## config.mk

```make
export PLATFORM = sky130hd
export DESIGN_NAME = sfia_lane
export DESIGN_NICKNAME = d
export VERILOG_FILES = /design/src/rtl/sfia_pkg.sv /design/src/rtl/sfia_lane.sv
export SDC_FILE = /design/constraint.sdc
export NUM_CORES = 2
export LEC_CHECK = 0
export BUFFER_PORTS_ARGS = -buffer_cell sky130_fd_sc_hd__buf_2
export CAP_MARGIN = 20
export CORE_UTILIZATION = 55
export DETAILED_ROUTE_END_ITERATION = 10
export PLACE_DENSITY = 0.74
export REMOVE_ABC_BUFFERS = 1
export SETUP_SLACK_MARGIN = 0.1
export SLEW_MARGIN = 20
export SYNTH_ARGS = -nofsm -noshare
export SYNTH_HDL_FRONTEND = slang
export SYNTH_SLANG_ARGS = --single-unit
```

## constraint.sdc

```tcl
create_clock -name clock -period 13.16 [get_ports clock]
set_input_delay 2.632 -clock clock [delete_from_list [all_inputs] [get_ports clock]]
set_output_delay 2.632 -clock clock [all_outputs]
set_load 0.005 [all_outputs]
```

## src/rtl/sfia_pkg.sv

```systemverilog
package sfia_pkg;

   localparam int unsigned DATA_W    = 32;
   localparam int unsigned GAIN_W    = 16;
   localparam int unsigned ROW_W     = 64;
   localparam int unsigned TR_W      = 16;
   localparam int unsigned DRIVE_W   = 31;
   localparam int unsigned DT_W      = 16;
   localparam int unsigned SUM_W     = 48;
   localparam int unsigned CSR_IDX_W = 3;
   localparam int unsigned NLANE     = 2;

   localparam logic [ROW_W-1:0]   GAINS_RESET   = '0;
   localparam logic [TR_W-1:0]    INV_TR_RESET  = 16'd256;
   localparam logic [DRIVE_W-1:0] DRIVE_RESET   = 31'd65536;
   localparam logic [DT_W-1:0]    STEP_DT_RESET = 16'd66;

   typedef enum logic [CSR_IDX_W-1:0] {
      CSR_GAINS_PITCH = 3'd0,
      CSR_GAINS_YAW   = 3'd1,
      CSR_INT_GAINS   = 3'd2,
      CSR_INV_TR_P    = 3'd3,
      CSR_INV_TR_Y    = 3'd4,
      CSR_MAX_DRIVE   = 3'd5,
      CSR_STEP_DT     = 3'd6
   } csr_index_type;

   typedef enum logic [1:0] {
      ST_IDLE,
      ST_RUN,
      ST_HOLD
   } state_type;

   // lane schedule, one multiply issued per step at most
   typedef enum logic [3:0] {
      PH_PROP0  = 4'd0,
      PH_PROP1  = 4'd1,
      PH_PROP2  = 4'd2,
      PH_PROP3  = 4'd3,
      PH_INT0   = 4'd4,
      PH_INT1   = 4'd5,
      PH_INT2   = 4'd6,
      PH_ERR    = 4'd7,
      PH_DT     = 4'd8,
      PH_SUM    = 4'd9,
      PH_CLAMP  = 4'd10,
      PH_EXCESS = 4'd11,
      PH_TR     = 4'd12,
      PH_WIND   = 4'd13
   } phase_type;

   typedef struct packed {
      logic      run;
      phase_type phase;
   } lane_ctl_type;

   typedef struct packed {
      logic signed [DATA_W-1:0] pitch_error;
      logic signed [DATA_W-1:0] yaw_error;
      logic signed [DATA_W-1:0] pitch_rate;
      logic signed [DATA_W-1:0] yaw_rate;
   } sample_type;

endpackage

```

## src/rtl/sfia_lane.sv

```systemverilog
module sfia_lane
   import sfia_pkg::*;
(
   input  logic                      clock,
   input  logic                      reset,
   input  lane_ctl_type              ctl,
   input  sample_type                x,
   input  logic [ROW_W-1:0]          row_gains,
   input  logic [2*GAIN_W-1:0]       int_gains,
   input  logic [TR_W-1:0]           inv_tr,
   input  logic [DRIVE_W-1:0]        max_drive,
   input  logic [DT_W-1:0]           step_dt,
   output logic signed [DATA_W-1:0]  prop,
   output logic signed [DATA_W-1:0]  integ
);

   localparam int unsigned OPND_W = 42;
   localparam int unsigned MB_W   = 17;
   localparam int unsigned PROD_W = OPND_W + MB_W;
   localparam int unsigned ACCP_W = 50;
   localparam int unsigned ACCI_W = 49;
   localparam int unsigned INC_W  = 43;

   localparam logic signed [SUM_W-1:0]  SUM_MAX = {1'b0, {(SUM_W-1){1'b1}}};
   localparam logic signed [SUM_W-1:0]  SUM_MIN = {1'b1, {(SUM_W-1){1'b0}}};
   localparam logic signed [OPND_W-1:0] EXC_MAX = {1'b0, {(OPND_W-1){1'b1}}};
   localparam logic signed [OPND_W-1:0] EXC_MIN = {1'b1, {(OPND_W-1){1'b0}}};
   localparam logic signed [DATA_W-1:0] D_MAX   = {1'b0, {(DATA_W-1){1'b1}}};
   localparam logic signed [DATA_W-1:0] D_MIN   = {1'b1, {(DATA_W-1){1'b0}}};

   logic signed [OPND_W-1:0] mul_a;
   logic signed [MB_W-1:0]   mul_b;
   logic signed [PROD_W-1:0] prod_ff, prod_in;
   logic signed [ACCP_W-1:0] acc_p_ff, acc_p_in;
   logic signed [ACCI_W-1:0] acc_i_ff, acc_i_in;
   logic signed [OPND_W-1:0] opnd_ff, opnd_in;
   logic signed [SUM_W-1:0]  sum_ff, sum_in;
   logic signed [DATA_W-1:0] wind_ff, wind_in;
   logic signed [DATA_W-1:0] u_ff, u_in;

   logic signed [ACCP_W-1:0] prop_sh;
   logic signed [INC_W-1:0]  inc;
   logic signed [SUM_W:0]    sum_raw;
   logic signed [SUM_W:0]    excess_raw;
   logic signed [PROD_W-1:0] wind_sh;
   logic signed [DATA_W-1:0] lim, neg_lim;

   // multiplier operand select
   always_comb begin
      case (ctl.phase)
         PH_PROP0: begin
            mul_a = OPND_W'(x.pitch_error);
            mul_b = MB_W'($signed(row_gains[15:0]));
         end
         PH_PROP1: begin
            mul_a = OPND_W'(x.yaw_error);
            mul_b = MB_W'($signed(row_gains[31:16]));
         end
         PH_PROP2: begin
            mul_a = OPND_W'(x.pitch_rate);
            mul_b = MB_W'($signed(row_gains[47:32]));
         end
         PH_PROP3: begin
            mul_a = OPND_W'(x.yaw_rate);
            mul_b = MB_W'($signed(row_gains[63:48]));
         end
         PH_INT0: begin
            mul_a = OPND_W'(x.pitch_error);
            mul_b = MB_W'($signed(int_gains[15:0]));
         end
         PH_INT1: begin
            mul_a = OPND_W'(x.yaw_error);
            mul_b = MB_W'($signed(int_gains[31:16]));
         end
         PH_TR: begin
            mul_a = opnd_ff;
            mul_b = $signed({1'b0, inv_tr});
         end
         default: begin
            mul_a = opnd_ff;
            mul_b = $signed({1'b0, step_dt});
         end
      endcase
   end

   assign prod_in = mul_a * mul_b;

   assign lim     = $signed({1'b0, max_drive});
   assign neg_lim = -lim;
   assign inc        = INC_W'(prod_ff >>> 16);
   assign sum_raw    = (SUM_W+1)'(sum_ff) + (SUM_W+1)'(inc);
   assign excess_raw = (SUM_W+1)'(u_ff) - (SUM_W+1)'(sum_ff);
   assign wind_sh    = prod_ff >>> 8;
   assign prop_sh    = acc_p_ff >>> 8;

   always_comb begin
      acc_p_in = acc_p_ff;
      acc_i_in = acc_i_ff;
      opnd_in  = opnd_ff;
      sum_in   = sum_ff;
      wind_in  = wind_ff;
      u_in     = u_ff;
      if (ctl.run) begin
         case (ctl.phase)
            PH_PROP1: acc_p_in = prod_ff[ACCP_W-1:0];
            PH_PROP2: acc_p_in = acc_p_ff + prod_ff[ACCP_W-1:0];
            PH_PROP3, PH_INT0: acc_p_in = acc_p_ff - prod_ff[ACCP_W-1:0];
            PH_INT1: acc_i_in = prod_ff[ACCI_W-1:0];
            PH_INT2: acc_i_in = acc_i_ff + prod_ff[ACCI_W-1:0];
            PH_ERR: opnd_in = OPND_W'(acc_i_ff >>> 8) + OPND_W'(wind_ff);
            PH_SUM: begin
               if (sum_raw[SUM_W] != sum_raw[SUM_W-1])
                  sum_in = sum_raw[SUM_W] ? SUM_MIN : SUM_MAX;
               else
                  sum_in = sum_raw[SUM_W-1:0];
            end
            PH_CLAMP: begin
               if (sum_ff > SUM_W'(lim))
                  u_in = lim;
               else if (sum_ff < SUM_W'(neg_lim))
                  u_in = neg_lim;
               else
                  u_in = sum_ff[DATA_W-1:0];
            end
            PH_EXCESS: begin
               // past this range the windup term saturates anyway
               if (excess_raw[SUM_W:OPND_W-1] != {(SUM_W-OPND_W+2){excess_raw[SUM_W]}})
                  opnd_in = excess_raw[SUM_W] ? EXC_MIN : EXC_MAX;
               else
                  opnd_in = excess_raw[OPND_W-1:0];
            end
            PH_WIND: begin
               if (wind_sh[PROD_W-1:DATA_W-1] != {(PROD_W-DATA_W+1){wind_sh[PROD_W-1]}})
                  wind_in = wind_sh[PROD_W-1] ? D_MIN : D_MAX;
               else
                  wind_in = wind_sh[DATA_W-1:0];
            end
            default: ;
         endcase
      end
   end

   always_comb begin
      if (prop_sh[ACCP_W-1:DATA_W-1] != {(ACCP_W-DATA_W+1){prop_sh[ACCP_W-1]}})
         prop = prop_sh[ACCP_W-1] ? D_MIN : D_MAX;
      else
         prop = prop_sh[DATA_W-1:0];
   end

   assign integ = u_ff;

   always_ff @(posedge clock) begin
      prod_ff  <= prod_in;
      acc_p_ff <= acc_p_in;
      acc_i_ff <= acc_i_in;
      opnd_ff  <= opnd_in;
      u_ff     <= u_in;
   end

   always_ff @(posedge clock) begin
      if (reset) begin
         sum_ff  <= '0;
         wind_ff <= '0;
      end else begin
         sum_ff  <= sum_in;
         wind_ff <= wind_in;
      end
   end

endmodule

```

; After elaboration in Yosys (flattened, before gate mapping)
; Cells that the tools add are included.
; Widths: inputs -> output; s select.
[totals]
word_cells = 62
inputBits = 294
out_inout_bits = 64
register_bits = 312
[classes]
addsub = 7
n_eq_ne = 16
reduce_logical = 13
n_mux = 15
order_cmp = 2
mul = 1
[ops]
columns = cell, n
row1 = $pmux 42 s4, 1
row2 = $mux 32, 5
row3 = $pmux 50 s3, 1
row4 = $pmux 17 s7, 1
row5 = $pmux 49 s2, 1
row6 = $mux 48, 2
row7 = $mux 42, 2
row8 = $pmux 42 s2, 1
row9 = $mul 42x17->59, 1
row10 = $add 50x50->50, 1
row11 = $sub 50x50->50, 1
row12 = $add 48x43->49, 1
row13 = $add 49x49->49, 1
row14 = $sub 32x48->49, 1
row15 = $gt 48x32->1, 1
row16 = $lt 48x32->1, 1
row17 = $add 41x32->42, 1
row18 = $neg 31->32, 1
row19 = $mux 31, 1
row20 = $eq 4x4->1 const B, 5
row21 = $ne 19x19->1, 1
row22 = $eq 4x3->1 const B, 4
row23 = $reduce_and 2->1, 6
row24 = $ne 10x10->1, 1
row25 = other kinds (8), 12

; Logic depth before layout (Yosys ltp)
[logic_depth]
depth_word = 4
depth_mapped = 34
mapped_depth_nobuf = 31

; Worst setup path before layout
; OpenSTA, ideal clock, no wires.
[synth_timing]
path_type = input to register
startpoint = in ctl[2] (netlist bit)
endpoint = reg prod_ff[54]
slack_ns = 2.625
path_stages = 31
setup_ns = 0.123
arrival_time_ns = 10.412
path_buffers = 4
required_time_ns = 13.037
cell_sequence = clkbuf_1 -> buf_1 -> clkbuf_1 -> mux2i_1 -> o21ai_0 -> a221o_1 -> a221oi_1 -> clkbuf_1 -> nor2_1 -> fa_1 -> inv_1 -> fa_1 -> fa_1 -> inv_1 -> fa_1 -> fa_1 -> inv_1 -> fa_1 -> inv_1 -> ha_1 -> a21o_1 -> a21o_1 -> a21oi_1 -> o31ai_1 -> a31o_2 -> o2111a_1 -> o21ai_0 -> a31oi_1 -> o41ai_1 -> o21bai_1 -> xor2_1
[synth_via]
elab_chain_cells = 4
elab_cells_between_ends = 12
cone_classes = mul: 1 / eq/ne: 6 / mux: 2 / reduce/logical: 3
[synth_lines]
columns = item, line
row1 = "start, declared", sfia_lane.sv:6  ; input lane_ctl_type ctl,
row2 = "$eq 4x3->1, or another cell as far along", sfia_lane.sv:50  ; case (ctl.phase)
row3 = $reduce_or 2->1 (no source line), -
row4 = $pmux 42 s4, sfia_lane.sv:50
row5 = $mul 42x17->59 *, sfia_lane.sv:86  ; assign prod_in = mul_a * mul_b;
row6 = via prod_in[54], sfia_lane.sv:33  ; logic signed [PROD_W-1:0] prod_ff, prod_in;
row7 = "end signal, assigned", sfia_lane.sv:153  ; prod_ff <= prod_in;
row8 = "end, declared", sfia_lane.sv:33
; Mark *: on every way through the listed nets, which the timed path passes. The rest lies on a longest branch.
; A chain may end at the register's enable or synchronous reset.

; Final worst setup path
[layout_timing]
startpoint = in ctl[2] (netlist bit)
endpoint = reg prod_ff[56]
; The elaborated chain is that of the path after synthesis.

==> run metrics <==
outcome complete, no violations; startpoint types input pin; Clock Skew 24.27 ps; storage element area 7978 µm²; Post-Syn Instances 6601; H-tree levels 2; cts bufs inserted 37; Die ar. 99950 µm²; Least-Margin Pin Slew 1158 ps; Final setup viols 0; RR Endpoint prod_ff[56]$_DFF_P_; Post-synth top flop edfxtp_1; post-synthesis cell area 54280 µm²; DRT iter0 DRCs 4676; most common cell after layout, fill and taps aside inv_1; Area Overhead vs Synth 7.805%; post-CTS resize count 0; clock buffer depth 3; Starting Density 55.80%; Multi-input gate area 42060 µm²; placed cell areas 57270 µm²; antenna viol nets, final 0; CTS root buf clkbuf_16; WP data arrival 11920 ps; Setup TNS 0 ps; Post-Route WL 176200 µm; Final period util 87.26%; layout cells sized above 1 8.683%; Synth cell types 78; GRT Resource Usage Total 35.30%; clock sinks 312; Reg2Reg Launch Point opnd_ff[6]$_DFFE_PP_; Synth Warn # 0; FF-to-FF path depth 25; Mapped Avg Cell Area 8.223 µm²; total grt overflow 0; DR vias/cell 6.094; nets@finish 8162; R2R setup slack 4770 ps; Hold-fix buffers, CTS 0; ys async rst share 0%; min Tclk post-route 11480 ps; I/O pins 358; CP dominant cell by count fa_1; Setup crit end kind flip-flop; min-delay worst type reg -> reg; max-slew violation count 0; vias in the first global route 47863; register area share after synthesis 14.70%; largest net degree at the start of global routing 96; initial antenna violation count 5; # Max-Cap Violations 0; CTS tree done; Worst Path Required 13600 ps; FF+latch count, synth 312; port buffer count 357; hold wc startpoint wind_ff[20]$_SDFFE_PP0P_; Post-synth EDFFs 173; DRC Markers 0; Finished Cell Area 58510 µm²; Final GP Congestion 0.9906; slowest CP cell o41ai_1; via count 49091; Worst Setup SP ctl[2]; f_max 87.08 MHz; floorplan row count 114; chip width 316.1 µm; clk slew on worst S/H paths 60 ps; Setup Buffers After CTS 0; most frequent cells in the layout inv_1, nand2_1, fa_1; Hold Path Cell Cnt 2; RSZ-0062 raised after global routing no; final core occ 60.15%; CP peak stage delay 810 ps; Hold EP wind_ff[20]$_SDFFE_PP0P_; Fillers 8791; Chip Height 316.1 µm; Post-DP HPWL 143900 µm; Hold Violations, Final 0; first-pass GRT wire length 273600 µm; wire per inst 21.87 µm; later-pin clock latency in the skew report 570 ps; Critical Path Fanout Max 25; Max-slew headroom 22.47%; drt pass-1 iters 9; CP Class in -> reg; CORE AREA 97280 µm²
cells by family (layout without fill, tap and decap cells):
| group | count (synthesis) | after routing | share of synthesized area [%] |
|---|---|---|---|
| mux | 40 | 40 | 0.7676 |
| compound gates | 1541 | 1541 | 18.36 |
| buf+inv | 1198 | 1369 | 8.292 |
| other cells | 0 | 7 | 0 |
| simple gates | 2024 | 2024 | 16.68 |
| flops | 312 | 312 | 14.70 |
| fa+ha+maj | 1157 | 1157 | 35.89 |
| xor+xnor | 329 | 329 | 5.309 |
sequential cells by signal (all words and copies together) (netlist names):
register and flops:
acc_p_ff 50, prod_ff 59, wind_ff 32, acc_i_ff 49, opnd_ff 42, sum_ff 48
integ 32
area by class of cell:
cell class | count | area share [%]
clock inverter | 21 | 0.3635
sequential | 312 | 13.63
inverter | 867 | 5.562
multi-input combinational | 5091 | 71.89
clock buffer | 47 | 1.734
tap | 1276 | 2.728
timing repair buffer | 434 | 4.063
antenna | 7 | 0.02994
metal layers:
metal / track usage, % / part of all wire, %
met2: 54.30 / 44
met1: 48.87 / 43
met3: 7.678 / 9.7
met5: 0 / 0
met4: 12.86 / 4.1
critical path, delay by kind of cell:
kind	cells	cell delay, ps
fa+ha+maj	7	3590
buf+inv	5	1070
compound gates	6	2260
simple gates	8	2310
metrics by stage:
step / cells / worst slack [ps] / hold slack (ps)
after floorplan: 6270 / 217.3 / 429.5
after global placement: 7980 / 1401 / 441.5
after detailed placement: 7980 / 1226 / 447.3
after CTS: 8048 / 1752 / 455.6
after global routing: 8052 / 1093 / 471.3
final: 8055 / 1677 / 456.0
Yosys cell counts, drive strengths merged, types with 50 or more instances:
cell type | instances | area [µm²]
nand3 | 87 | 435.4
o211ai | 52 | 390.4
o21ai | 364 | 1822
nand4 | 101 | 631.9
a21oi | 372 | 1862
fa | 677 | 13550
clkbuf | 312 | 1171
xnor2 | 180 | 1577
nand2 | 791 | 2969
dfxtp | 139 | 2783
a21o | 187 | 1404
nor3 | 79 | 400.4
ha | 448 | 5605
xor2 | 149 | 1305
nor2 | 648 | 2432
nand2b | 56 | 350.3
edfxtp | 173 | 5195
a211oi | 72 | 540.5
inv | 867 | 3254
a22oi | 104 | 780.8
o21a | 50 | 375.4
worst max-delay path by stage:
stage,endpoint,slack (ps),depth (start not counted)
finish,prod_ff[56]$_DFF_P_,1680,26
global route,prod_ff[54]$_DFF_P_,1090,26
CTS,prod_ff[57]$_DFF_P_,1750,31
detailed placement,prod_ff[57]$_DFF_P_,1230,31
global placement,prod_ff[57]$_DFF_P_,1400,31
floorplan,prod_ff[54]$_DFF_P_,220,26
Power is left out: the tool's default activity adds up to more than one toggle a clock period on the data nets, which glitch-free logic cannot reach.
